--- src/hw/rtl/sha256md_pkg.sv ---
// shared types, constants and round and schedule functions for the sha-256 digest unit
`default_nettype none

package sha256md_pkg;

  // sequencer states
  typedef enum logic [2:0] {
    ST_IDLE,
    ST_PAD,
    ST_LOAD,
    ST_ROUND,
    ST_FINAL,
    ST_EMIT
  } state_t;

  // padding progress: marker byte, zero fill, length bytes
  typedef enum logic [1:0] {
    PAD_MARK,
    PAD_ZERO,
    PAD_LEN
  } pad_phase_t;

  // input word
  typedef struct packed {
    logic [7:0] data_byte;
    logic       byte_valid;
    logic       end_of_message;
  } in_item_t;

  // result word
  typedef struct packed {
    logic [31:0] digest_word;
    logic [2:0]  word_index;
    logic        last_word;
  } out_item_t;

  // control for the block buffer / schedule
  typedef struct packed {
    logic       shift_byte;
    logic [7:0] byte_val;
    logic       shift_word;
  } sched_ctrl_t;

  // control for the round unit and chain value
  typedef struct packed {
    logic       init_hash;
    logic       load_vars;
    logic       do_round;
    logic       add_chain;
    logic [5:0] round_idx;
    logic [2:0] rd_idx;
  } round_ctrl_t;

  localparam int unsigned NUM_ROUNDS = 64;
  localparam logic [5:0]  LAST_ROUND = 6'(NUM_ROUNDS - 1);
  localparam logic [5:0]  BLOCK_LAST = 6'd63;
  localparam logic [5:0]  LEN_START  = 6'd56;
  localparam logic [7:0]  PAD_BYTE   = 8'h80;
  localparam logic [2:0]  LAST_WORD  = 3'd7;

  localparam logic [31:0] H_INIT [8] = '{
    32'h6a09e667, 32'hbb67ae85, 32'h3c6ef372, 32'ha54ff53a,
    32'h510e527f, 32'h9b05688c, 32'h1f83d9ab, 32'h5be0cd19
  };

  localparam logic [31:0] K_TABLE [64] = '{
    32'h428a2f98, 32'h71374491, 32'hb5c0fbcf, 32'he9b5dba5,
    32'h3956c25b, 32'h59f111f1, 32'h923f82a4, 32'hab1c5ed5,
    32'hd807aa98, 32'h12835b01, 32'h243185be, 32'h550c7dc3,
    32'h72be5d74, 32'h80deb1fe, 32'h9bdc06a7, 32'hc19bf174,
    32'he49b69c1, 32'hefbe4786, 32'h0fc19dc6, 32'h240ca1cc,
    32'h2de92c6f, 32'h4a7484aa, 32'h5cb0a9dc, 32'h76f988da,
    32'h983e5152, 32'ha831c66d, 32'hb00327c8, 32'hbf597fc7,
    32'hc6e00bf3, 32'hd5a79147, 32'h06ca6351, 32'h14292967,
    32'h27b70a85, 32'h2e1b2138, 32'h4d2c6dfc, 32'h53380d13,
    32'h650a7354, 32'h766a0abb, 32'h81c2c92e, 32'h92722c85,
    32'ha2bfe8a1, 32'ha81a664b, 32'hc24b8b70, 32'hc76c51a3,
    32'hd192e819, 32'hd6990624, 32'hf40e3585, 32'h106aa070,
    32'h19a4c116, 32'h1e376c08, 32'h2748774c, 32'h34b0bcb5,
    32'h391c0cb3, 32'h4ed8aa4a, 32'h5b9cca4f, 32'h682e6ff3,
    32'h748f82ee, 32'h78a5636f, 32'h84c87814, 32'h8cc70208,
    32'h90befffa, 32'ha4506ceb, 32'hbef9a3f7, 32'hc67178f2
  };

  // round compression sigmas
  function automatic logic [31:0] big_sigma0(input logic [31:0] x);
    return {x[1:0], x[31:2]} ^ {x[12:0], x[31:13]} ^ {x[21:0], x[31:22]};
  endfunction

  function automatic logic [31:0] big_sigma1(input logic [31:0] x);
    return {x[5:0], x[31:6]} ^ {x[10:0], x[31:11]} ^ {x[24:0], x[31:25]};
  endfunction

  // message schedule sigmas
  function automatic logic [31:0] small_sigma0(input logic [31:0] x);
    return {x[6:0], x[31:7]} ^ {x[17:0], x[31:18]} ^ {3'b000, x[31:3]};
  endfunction

  function automatic logic [31:0] small_sigma1(input logic [31:0] x);
    return {x[16:0], x[31:17]} ^ {x[18:0], x[31:19]} ^ {10'b0, x[31:10]};
  endfunction

endpackage

`default_nettype wire

--- src/hw/rtl/sha256md_sched.sv ---
// block buffer that packs message bytes and rolls the message schedule
`default_nettype none

module sha256md_sched (
  input  wire logic                      clk,
  input  wire sha256md_pkg::sched_ctrl_t ctrl,
  output logic [31:0]                    w_cur
);

  logic [31:0] w_r   [16];
  logic [31:0] w_nxt [16];
  logic [31:0] w_new;

  // next schedule word from the sliding window
  assign w_new = w_r[0] + sha256md_pkg::small_sigma0(w_r[1]) + w_r[9]
               + sha256md_pkg::small_sigma1(w_r[14]);

  // byte shift packs big-endian, word shift advances the window
  always_comb begin
    for (int i = 0; i < 16; i++) begin
      w_nxt[i] = w_r[i];
    end
    if (ctrl.shift_byte) begin
      for (int i = 0; i < 15; i++) begin
        w_nxt[i] = {w_r[i][23:0], w_r[i+1][31:24]};
      end
      w_nxt[15] = {w_r[15][23:0], ctrl.byte_val};
    end else if (ctrl.shift_word) begin
      for (int i = 0; i < 15; i++) begin
        w_nxt[i] = w_r[i+1];
      end
      w_nxt[15] = w_new;
    end
  end

  always_ff @(posedge clk) begin
    for (int i = 0; i < 16; i++) begin
      w_r[i] <= w_nxt[i];
    end
  end

  assign w_cur = w_r[0];

endmodule

`default_nettype wire

--- src/hw/rtl/sha256md_round.sv ---
// shared round unit with working variables and chain value
`default_nettype none

module sha256md_round (
  input  wire logic                      clk,
  input  wire logic                      rst_n,
  input  wire sha256md_pkg::round_ctrl_t ctrl,
  input  wire logic [31:0]               w_cur,
  output logic [31:0]                    hash_word
);

  logic [31:0] h_r [8];
  logic [31:0] h_nxt [8];
  logic [31:0] v_r [8];
  logic [31:0] v_nxt [8];
  logic [31:0] t1;
  logic [31:0] t2;
  logic [31:0] ch_val;
  logic [31:0] maj_val;

  // one compression round
  assign ch_val  = (v_r[4] & v_r[5]) ^ (~v_r[4] & v_r[6]);
  assign maj_val = (v_r[0] & v_r[1]) ^ (v_r[0] & v_r[2]) ^ (v_r[1] & v_r[2]);
  assign t1 = v_r[7] + sha256md_pkg::big_sigma1(v_r[4]) + ch_val
            + sha256md_pkg::K_TABLE[ctrl.round_idx] + w_cur;
  assign t2 = sha256md_pkg::big_sigma0(v_r[0]) + maj_val;

  // working variables
  always_comb begin
    for (int i = 0; i < 8; i++) begin
      v_nxt[i] = v_r[i];
    end
    if (ctrl.load_vars) begin
      for (int i = 0; i < 8; i++) begin
        v_nxt[i] = h_r[i];
      end
    end else if (ctrl.do_round) begin
      v_nxt[0] = t1 + t2;
      v_nxt[1] = v_r[0];
      v_nxt[2] = v_r[1];
      v_nxt[3] = v_r[2];
      v_nxt[4] = v_r[3] + t1;
      v_nxt[5] = v_r[4];
      v_nxt[6] = v_r[5];
      v_nxt[7] = v_r[6];
    end
  end

  // chain value: restart or fold in the block result
  always_comb begin
    for (int i = 0; i < 8; i++) begin
      h_nxt[i] = h_r[i];
      if (ctrl.init_hash) begin
        h_nxt[i] = sha256md_pkg::H_INIT[i];
      end else if (ctrl.add_chain) begin
        h_nxt[i] = h_r[i] + v_r[i];
      end
    end
  end

  always_ff @(posedge clk) begin
    for (int i = 0; i < 8; i++) begin
      if (!rst_n) begin
        h_r[i] <= sha256md_pkg::H_INIT[i];
      end else begin
        h_r[i] <= h_nxt[i];
      end
    end
  end

  always_ff @(posedge clk) begin
    for (int i = 0; i < 8; i++) begin
      v_r[i] <= v_nxt[i];
    end
  end

  assign hash_word = h_r[ctrl.rd_idx];

endmodule

`default_nettype wire

--- src/hw/rtl/sha256_message_digest_unit.sv ---
// top level of the sha-256 digest unit: sequencer, padding and handshakes
// Takes one message byte per input word with byte_valid set and returns the eight
// SHA-256 digest words after the end-of-message word. A byte word is taken while
// the unit is idle; the word that completes a 64-byte block then holds the input
// stalled through the load, 64 rounds through the single round unit and the
// chain update. At end of message the padder inserts 9 to 72 bytes at one per
// cycle, runs one or two more compressions, then presents the eight digest
// words, one per cycle while out_stall is low. The input stays stalled from
// end of message until the last digest word is taken; the unit then starts
// a new message from the initial hash values.
`default_nettype none

module sha256_message_digest_unit (
  input  wire logic                    clk,
  input  wire logic                    rst_n,
  input  wire logic                    in_valid,
  output logic                         in_stall,
  input  wire sha256md_pkg::in_item_t  in_data,
  output logic                         out_valid,
  input  wire logic                    out_stall,
  output sha256md_pkg::out_item_t      out_data
);

  sha256md_pkg::state_t      state_r, state_nxt;
  sha256md_pkg::pad_phase_t  phase_r, phase_nxt;
  sha256md_pkg::sched_ctrl_t sched_ctrl;
  sha256md_pkg::round_ctrl_t round_ctrl;

  logic [5:0]  fill_r, fill_nxt;
  logic [60:0] count_r, count_nxt;
  logic [5:0]  rcnt_r, rcnt_nxt;
  logic [2:0]  emit_idx_r, emit_idx_nxt;
  logic        eom_r, eom_nxt;
  logic        done_r, done_nxt;

  logic        in_acc;
  logic        out_acc;
  logic        emit_end;
  logic        put_en;
  logic [7:0]  put_byte;
  logic        fill_full;
  logic        is_len;
  logic [63:0] len_bits;
  logic [7:0]  len_byte;
  logic [31:0] w_cur;
  logic [31:0] hash_word;

  assign in_acc    = in_valid && !in_stall;
  assign out_acc   = out_valid && !out_stall;
  assign emit_end  = out_acc && (emit_idx_r == sha256md_pkg::LAST_WORD);
  assign fill_full = (fill_r == sha256md_pkg::BLOCK_LAST);

  // length field bytes, most significant first
  assign len_bits = {count_r, 3'b000};
  assign len_byte = 8'(len_bits >> {~fill_r[2:0], 3'b000});
  assign is_len   = (phase_r == sha256md_pkg::PAD_LEN)
                 || ((phase_r == sha256md_pkg::PAD_ZERO) && (fill_r == sha256md_pkg::LEN_START));

  // next state
  always_comb begin
    state_nxt = state_r;
    case (state_r)
      sha256md_pkg::ST_IDLE: begin
        if (in_acc) begin
          if (in_data.byte_valid && fill_full) begin
            state_nxt = sha256md_pkg::ST_LOAD;
          end else if (in_data.end_of_message) begin
            state_nxt = sha256md_pkg::ST_PAD;
          end
        end
      end
      sha256md_pkg::ST_PAD: begin
        if (fill_full) begin
          state_nxt = sha256md_pkg::ST_LOAD;
        end
      end
      sha256md_pkg::ST_LOAD:  state_nxt = sha256md_pkg::ST_ROUND;
      sha256md_pkg::ST_ROUND: begin
        if (rcnt_r == sha256md_pkg::LAST_ROUND) begin
          state_nxt = sha256md_pkg::ST_FINAL;
        end
      end
      sha256md_pkg::ST_FINAL: begin
        if (done_r) begin
          state_nxt = sha256md_pkg::ST_EMIT;
        end else if (eom_r) begin
          state_nxt = sha256md_pkg::ST_PAD;
        end else begin
          state_nxt = sha256md_pkg::ST_IDLE;
        end
      end
      sha256md_pkg::ST_EMIT: begin
        if (emit_end) begin
          state_nxt = sha256md_pkg::ST_IDLE;
        end
      end
      default: state_nxt = sha256md_pkg::ST_IDLE;
    endcase
  end

  // outputs and unit controls
  always_comb begin
    in_stall  = (state_r != sha256md_pkg::ST_IDLE);
    out_valid = (state_r == sha256md_pkg::ST_EMIT);
    put_en    = 1'b0;
    put_byte  = in_data.data_byte;
    case (state_r)
      sha256md_pkg::ST_IDLE: begin
        put_en = in_acc && in_data.byte_valid;
      end
      sha256md_pkg::ST_PAD: begin
        put_en = 1'b1;
        if (phase_r == sha256md_pkg::PAD_MARK) begin
          put_byte = sha256md_pkg::PAD_BYTE;
        end else if (is_len) begin
          put_byte = len_byte;
        end else begin
          put_byte = 8'h00;
        end
      end
      default: begin
        put_en = 1'b0;
      end
    endcase
    sched_ctrl.shift_byte = put_en;
    sched_ctrl.byte_val   = put_byte;
    sched_ctrl.shift_word = (state_r == sha256md_pkg::ST_ROUND);
    round_ctrl.init_hash  = emit_end;
    round_ctrl.load_vars  = (state_r == sha256md_pkg::ST_LOAD);
    round_ctrl.do_round   = (state_r == sha256md_pkg::ST_ROUND);
    round_ctrl.add_chain  = (state_r == sha256md_pkg::ST_FINAL);
    round_ctrl.round_idx  = rcnt_r;
    round_ctrl.rd_idx     = emit_idx_r;
  end

  // counters and padding bookkeeping
  always_comb begin
    fill_nxt     = put_en ? fill_r + 6'd1 : fill_r;
    count_nxt    = count_r;
    eom_nxt      = eom_r;
    phase_nxt    = phase_r;
    done_nxt     = done_r;
    rcnt_nxt     = rcnt_r;
    emit_idx_nxt = out_acc ? emit_idx_r + 3'd1 : emit_idx_r;
    if (in_acc) begin
      eom_nxt = in_data.end_of_message;
      if (in_data.byte_valid) begin
        count_nxt = count_r + 61'd1;
      end
    end
    if (state_r == sha256md_pkg::ST_PAD) begin
      if (phase_r == sha256md_pkg::PAD_MARK) begin
        phase_nxt = sha256md_pkg::PAD_ZERO;
      end else if (is_len) begin
        phase_nxt = sha256md_pkg::PAD_LEN;
        if (fill_full) begin
          done_nxt = 1'b1;
        end
      end
    end
    if (state_r == sha256md_pkg::ST_LOAD) begin
      rcnt_nxt = '0;
    end else if (state_r == sha256md_pkg::ST_ROUND) begin
      rcnt_nxt = rcnt_r + 6'd1;
    end
    if (emit_end) begin
      count_nxt = '0;
      eom_nxt   = 1'b0;
      phase_nxt = sha256md_pkg::PAD_MARK;
      done_nxt  = 1'b0;
    end
  end

  always_ff @(posedge clk) begin
    if (!rst_n) begin
      state_r    <= sha256md_pkg::ST_IDLE;
      phase_r    <= sha256md_pkg::PAD_MARK;
      fill_r     <= '0;
      count_r    <= '0;
      rcnt_r     <= '0;
      emit_idx_r <= '0;
      eom_r      <= 1'b0;
      done_r     <= 1'b0;
    end else begin
      state_r    <= state_nxt;
      phase_r    <= phase_nxt;
      fill_r     <= fill_nxt;
      count_r    <= count_nxt;
      rcnt_r     <= rcnt_nxt;
      emit_idx_r <= emit_idx_nxt;
      eom_r      <= eom_nxt;
      done_r     <= done_nxt;
    end
  end

  sha256md_sched u_sched (
    .clk   (clk),
    .ctrl  (sched_ctrl),
    .w_cur (w_cur)
  );

  sha256md_round u_round (
    .clk       (clk),
    .rst_n     (rst_n),
    .ctrl      (round_ctrl),
    .w_cur     (w_cur),
    .hash_word (hash_word)
  );

  // result word
  always_comb begin
    out_data.digest_word = hash_word;
    out_data.word_index  = emit_idx_r;
    out_data.last_word   = (emit_idx_r == sha256md_pkg::LAST_WORD);
  end

  // a full block always starts a compression
  a_full_block_compresses: assert property (@(posedge clk) disable iff (!rst_n)
    (in_acc && in_data.byte_valid && fill_full) |=> (state_r == sha256md_pkg::ST_LOAD))
    else $error("full block did not start compression");

  // input is never taken while digest words are pending
  a_no_overlap: assert property (@(posedge clk) disable iff (!rst_n)
    out_valid |-> in_stall)
    else $error("input ready while digest pending");

  // digest words only appear on a block boundary
  a_emit_aligned: assert property (@(posedge clk) disable iff (!rst_n)
    (state_r == sha256md_pkg::ST_EMIT) |-> (fill_r == '0))
    else $error("digest output with partial block");

  // the last word clears the message state
  a_restart: assert property (@(posedge clk) disable iff (!rst_n)
    emit_end |=> (count_r == '0 && !eom_r && state_r == sha256md_pkg::ST_IDLE))
    else $error("message state not cleared after digest");

  // the round loop ends after exactly the last round
  a_round_exit: assert property (@(posedge clk) disable iff (!rst_n)
    (state_r == sha256md_pkg::ST_ROUND && rcnt_r == sha256md_pkg::LAST_ROUND)
      |=> (state_r == sha256md_pkg::ST_FINAL))
    else $error("round loop did not finish");

endmodule

`default_nettype wire

--- config.mk ---
export PLATFORM = sky130hd
export DESIGN_NAME = sha256_message_digest_unit
export DESIGN_NICKNAME = d
export VERILOG_FILES = /design/src/hw/rtl/sha256md_pkg.sv /design/src/hw/rtl/sha256md_sched.sv /design/src/hw/rtl/sha256md_round.sv /design/src/hw/rtl/sha256_message_digest_unit.sv
export SDC_FILE = /design/constraint.sdc
export NUM_CORES = 2
export LEC_CHECK = 0
export BUFFER_PORTS_ARGS = -buffer_cell sky130_fd_sc_hd__buf_2
export CORE_MARGIN = 5
export CORE_UTILIZATION = 35
export DETAILED_ROUTE_END_ITERATION = 12
export SYNTH_ARGS = -nofsm -noshare
export SYNTH_HDL_FRONTEND = slang
export SYNTH_SLANG_ARGS = --single-unit
--- constraint.sdc ---
create_clock -name clk -period 25.6 [get_ports clk]
set_input_delay 0 -clock clk [delete_from_list [all_inputs] [get_ports clk]]
set_output_delay 0 -clock clk [all_outputs]
set_load 0.005 [all_outputs]
Yosys cells after proc, flatten, opt, wreduce, memory -nomap -nowiden. Memory sizes are Yosys's and may differ from the RTL's. A register that Yosys moved wholly into a read port is not among the register bits. Cells that the tools add are included.

$add $sub $neg: 22. Shifts and indexed selects: 1. Order comparisons: 1. Reductions and logical operators: 19. Equality and inequality tests: 16. Mux-type cells: 49. Bitwise operators: 29.

Operator list (count): $mux W512 (2); $mux W32 (26); $add A32 B32 Y32 (18); $mux W256 (2); $xor A32 B32 Y32 (9); $and A32 B32 Y32 (5); $shr A64 B6 Y8 (1); $add A61 B1 Y61 const B (1); $not A32 Y32 (1); $xor A32 B22 Y32 (1); $xor A32 B29 Y32 (1); $mux W3 (9); $mux W8 (3); $eq A6 B6 Y1 const B (3); $pmux W3 S6 (1); $add A6 B1 Y6 const B (2); $eq A3 B3 Y1 const B (3); $or A1 B1 Y1 (8); $ge A7 B7 Y1 const B (1); $not A6 Y7 (1); $eq A3 B2 Y1 const B (2); $logic_and A1 B1 Y1 (6); $reduce_and A5 Y1 (1); $mux W2 (2); 20 further kinds (28).

Input port bits: 14. RAM bits: 1024. Register bits: 83. ROM bits: 2048. Output and inout port bits: 38. Memories kept: 4.

Memory list: (name not given) (depth 64, width 32, read ports 1, clocked after memory_dff 0, wr ports 0, line sha256md_round.sv:25) `+ sha256md_pkg::K_TABLE[ctrl.round_idx] + w_cur;`; u_sched.w_r (depth 16, width 32, read ports 16, clocked after memory_dff 0, wr ports 16, line sha256md_sched.sv:10) `logic [31:0] w_r [16];`; u_round.h_r (depth 8, width 32, read ports 9, clocked after memory_dff 1, wr ports 8, line sha256md_round.sv:12) `logic [31:0] h_r [8];`; u_round.v_r (depth 8, width 32, read ports 8, clocked after memory_dff 0, wr ports 8, line sha256md_round.sv:14) `logic [31:0] v_r [8];`.

Logic depth before layout (Yosys ltp). An unclocked memory read counts as a cell.

Depth in word-level cells: 10. Gate-level depth with buffers: 40.

Cells and area by module. A second synthesis with hierarchy kept.

Cells, all modules: 7176. Area total of the unflattened synthesis: 75847.7 um2.

By module, submodules not included: sha256md_round (times used 1, area each 44918.1 um2, cells an instance 4878); sha256md_sched (times used 1, area each 26297.7 um2, cells an instance 1752); sha256_message_digest_unit (times used 1, area each 4631.9 um2, cells an instance 546).

Worst setup path after synthesis. Ideal clock, no wire load.

Path type: flip-flop to flip-flop. Start point: register state_r[1] (netlist name). End point: memory u_sched.w_r[0][0] (enable). Setup slack: 7590 ps. Data arrival time: 17112 ps. Clock period less this slack: 18010 ps. Path buffers: 2. Cell stages (with the launch flop): 7. Library setup time: 899 ps. Cells stage by stage: dfxtp_1 > clkbuf_2 > nand2b_1 > clkbuf_1 > inv_1 > nand2_1 > nand2_1.

RTL lines (line): end, declared (sha256md_sched.sv:10).

==> impl_results.md <==
- Synth top area share: 30.9%
- Final hold vios: 0
- R2R setup slack: 15.50 ns
- Clock-pin slew on the worst setup and hold paths: 0.06 ns
- DR WL/cell: 21.9 µm
- Mapped Area: 0.0745 mm²
- Clk Latency, worst-skew pair: 0.83 ns
- Reg-to-Reg End: u_round.v_r[0][30]
- Initial antenna violation count: 9
- Mapped Cells: 8349
- Max-cap violation count: 0
- DRC viols: 0
- Area Growth Syn to Fin: 9.69%
- Least-Margin Pin Slew: 1.28 ns
- Main synth FF type: edfxtp_1
- Hold depth: 4
- Final #Nets: 8740
- Synth Area per Inst: 8.93 µm²
- CORE AREA: 0.212 mm²
- DR vias/cell: 5.43
- Vias: 60200
- Post-DRT Antenna Nets: 0
- #FFs+latches synth: 1110
- Setup TNS: 0 ns
- Row count: 169
- Sinks on Clock Net: 1110
- Tot GR Track Use: 21.1%
- Rel. slew slack: 14.6%
- Initial Utilization: 35.1%
- Cell mode on critical path: fa_1
- Setup violators final: 0
- Initial DRC count: 5589
- Tcrit/Tclk final: 39.5%
- Detail Placement HPWL: 176 mm
- Highest routing layer actually used: met5
- Post-CTS resize count: 0
- Drt pass-1 iters: 6
- First-pass GRT wire length: 365 mm
- Commonest non-fill, non-tap cells in the layout: nand2_1, edfxtp_1, a21oi_1, xnor2_1, ha_1
- Async SR Flop Fraction: 0%
- DRT Wirelength: 243 mm
- Max FO, Critical Path: 27
- Largest net degree at the start of global routing: 242
- Area contributors post-synth: edfxtp_1, nand2_1, dfxtp_1
- Final cell count without fillers: 11100
- Endpoint, Worst Hold: u_sched.w_r[1][227]
- GRT Residual Overflow: 0
- Number of I/O port buffers: 51
- DIE HEIGHT: 472 µm
- CP arrival: 10.62 ns
- Status: complete, no violations
- Crit path time final: 10.10 ns
- Max frequency: 0.0990 GHz
- I/O pin total: 52
- Worst hold start: in_data[5]
- Met2 wire len: 113 mm
- Yosys top cell by area: edfxtp_1
- Max incr delay on CP: 0.53 ns
- Commonest non-fill, non-tap cell in the layout: nand2_1
- RSZ-0062 raised after global routing: no
- R2R depth: 35
- Vias in the first global route: 58200
- Sequential area share after synthesis: 40.1%
- Final Max Slew Viols: 0
- Crit-path slowest cell: ha_1
- Die W: 472 µm
- Placed Cells: 10800
- TritonCTS Buffers: 136
- Crit Path Class: reg -> reg
- Wire length on met1: 106 mm
- CP required: 26.12 ns
- Fraction of layout cells with a size suffix above 1: 6.03%
- CP Capture Type: register
- Syn Nets: 8956
- Clock Skews: 0.0685 ns
- Post-synth EDFFs: 768
- Root Buffer: clkbuf_16
- Synth cell types: 102
- DIE AREA: 0.222 mm²
- Worst r2r src: rcnt_r[0]
- Startpoint types: register
- Worst hold path type: in -> reg
- Wire length on met3: 14.1 mm
- TritonCTS clock tree: done
- H-Tree Depth: 4
- Final Util: 38.6%
- Clock Path Buffers: 3
- RD Place Congestion: 0.917
- Number of synthesis warnings: 0
[flip-flops by register name, summed over array words and instances (netlist names), named ones only]
name / cells
u_sched.w_r: 512
u_round.h_r: 256
u_round.v_r: 256
count_r: 61
fill_r: 6
rcnt_r: 6
emit_idx_r: 3
state_r: 3
phase_r: 2
done_r: 1
eom_r: 1
[area by class of cell]
| class | instances | area, µm² |
|---|---|---|
| antenna | 3 | 7.51 |
| clock buffer | 192 | 3700 |
| clock inverter | 58 | 711 |
| fill | 21300 | 130000 |
| inverter | 278 | 1050 |
| multi-input combinational | 6476 | 41800 |
| sequential | 1110 | 29900 |
| tap | 2821 | 3530 |
| timing repair buffer | 131 | 1020 |
[per-layer routing]
| layer | vias up | track usage, % |
|---|---|---|
| met5 | - | 0 |
| met4 | 8 | 8.34 |
| met3 | 429 | 3.15 |
| met2 | 1914 | 34.3 |
| met1 | 29500 | 28.4 |
| li1 | 28300 | - |
[cells in the mapped netlist (all sizes together), types with 20 or more instances]
cell	count
mux2i	40
ha	398
or3	45
a21oi	534
a311oi	20
o21a	69
nand4	35
nor2	349
xnor2	404
nand3	110
mux4	84
nand2b	70
nand2	2560
and2	33
buf	43
and3	47
inv	278
o31ai	25
dfxtp	342
edfxtp	768
mux2	51
a211oi	51
a21o	168
xor2	208
o21bai	42
o21ai	373
a21boi	21
o211ai	104
clkbuf	442
nor3	72
nor2b	50
a31oi	60
fa	195
maj3	22
[critical path: cells and delay by family (launching register included)]
kind	cells	cell delay, ns
adders and majority gates	8	3.51
DFF	1	0.31
xor gates and xnor gates	2	0.38
muxes	1	0.49
buffers and inverters	5	1.11
and+or+nand+nor	4	0.96
AOI/OAI and AO/OA	15	2.98
[kinds of logic (layout without fill, tap and decap cells)]
family                   count (synthesis)  in the layout  synth area share [%]
flip-flops                            1110           1110                  40.1
AND/OR/NAND/NOR                       3449           3449                  19.1
adder cells (fa/ha/maj)                615            615                  12.2
other                                    0              3                     0
AO/OA/AOI/OAI                         1625           1625                  13.7
multiplexers                           175            175                  3.85
buffers and inverters                  763            659                  3.86
XOR/XNOR                               612            612                  7.19
[timing repair]
action | 4_1_cts | 5_1_grt
buffers inserted | 0 | 0
endpoints found under the hold margin | 78 | 0
hold buffers | 19 | 0
[through the flow]
step	instance area, µm²	hold WS, ns	worst slack (ns)
floorplan	74500	0.147	7.59
global placement	77200	0.292	15.69
detailed placement	77200	0.299	15.69
CTS	81800	0.0770	15.63
global route	81800	0.155	15.13
finish	81800	0.157	15.50
[worst max path at each step]
| stage | start | to |
|---|---|---|
| floorplan | state_r[1] | u_sched.w_r[0][0] |
| global placement | rcnt_r[0] | u_round.v_r[0][30] |
| detailed placement | rcnt_r[0] | u_round.v_r[0][30] |
| CTS | rcnt_r[0] | u_round.v_r[0][30] |
| global route | rcnt_r[0] | u_round.v_r[0][28] |
| finish | rcnt_r[0] | u_round.v_r[0][30] |
Power is left out: the tool's default activity adds up to more than one toggle a clock period on the data nets, which glitch-free logic cannot reach.
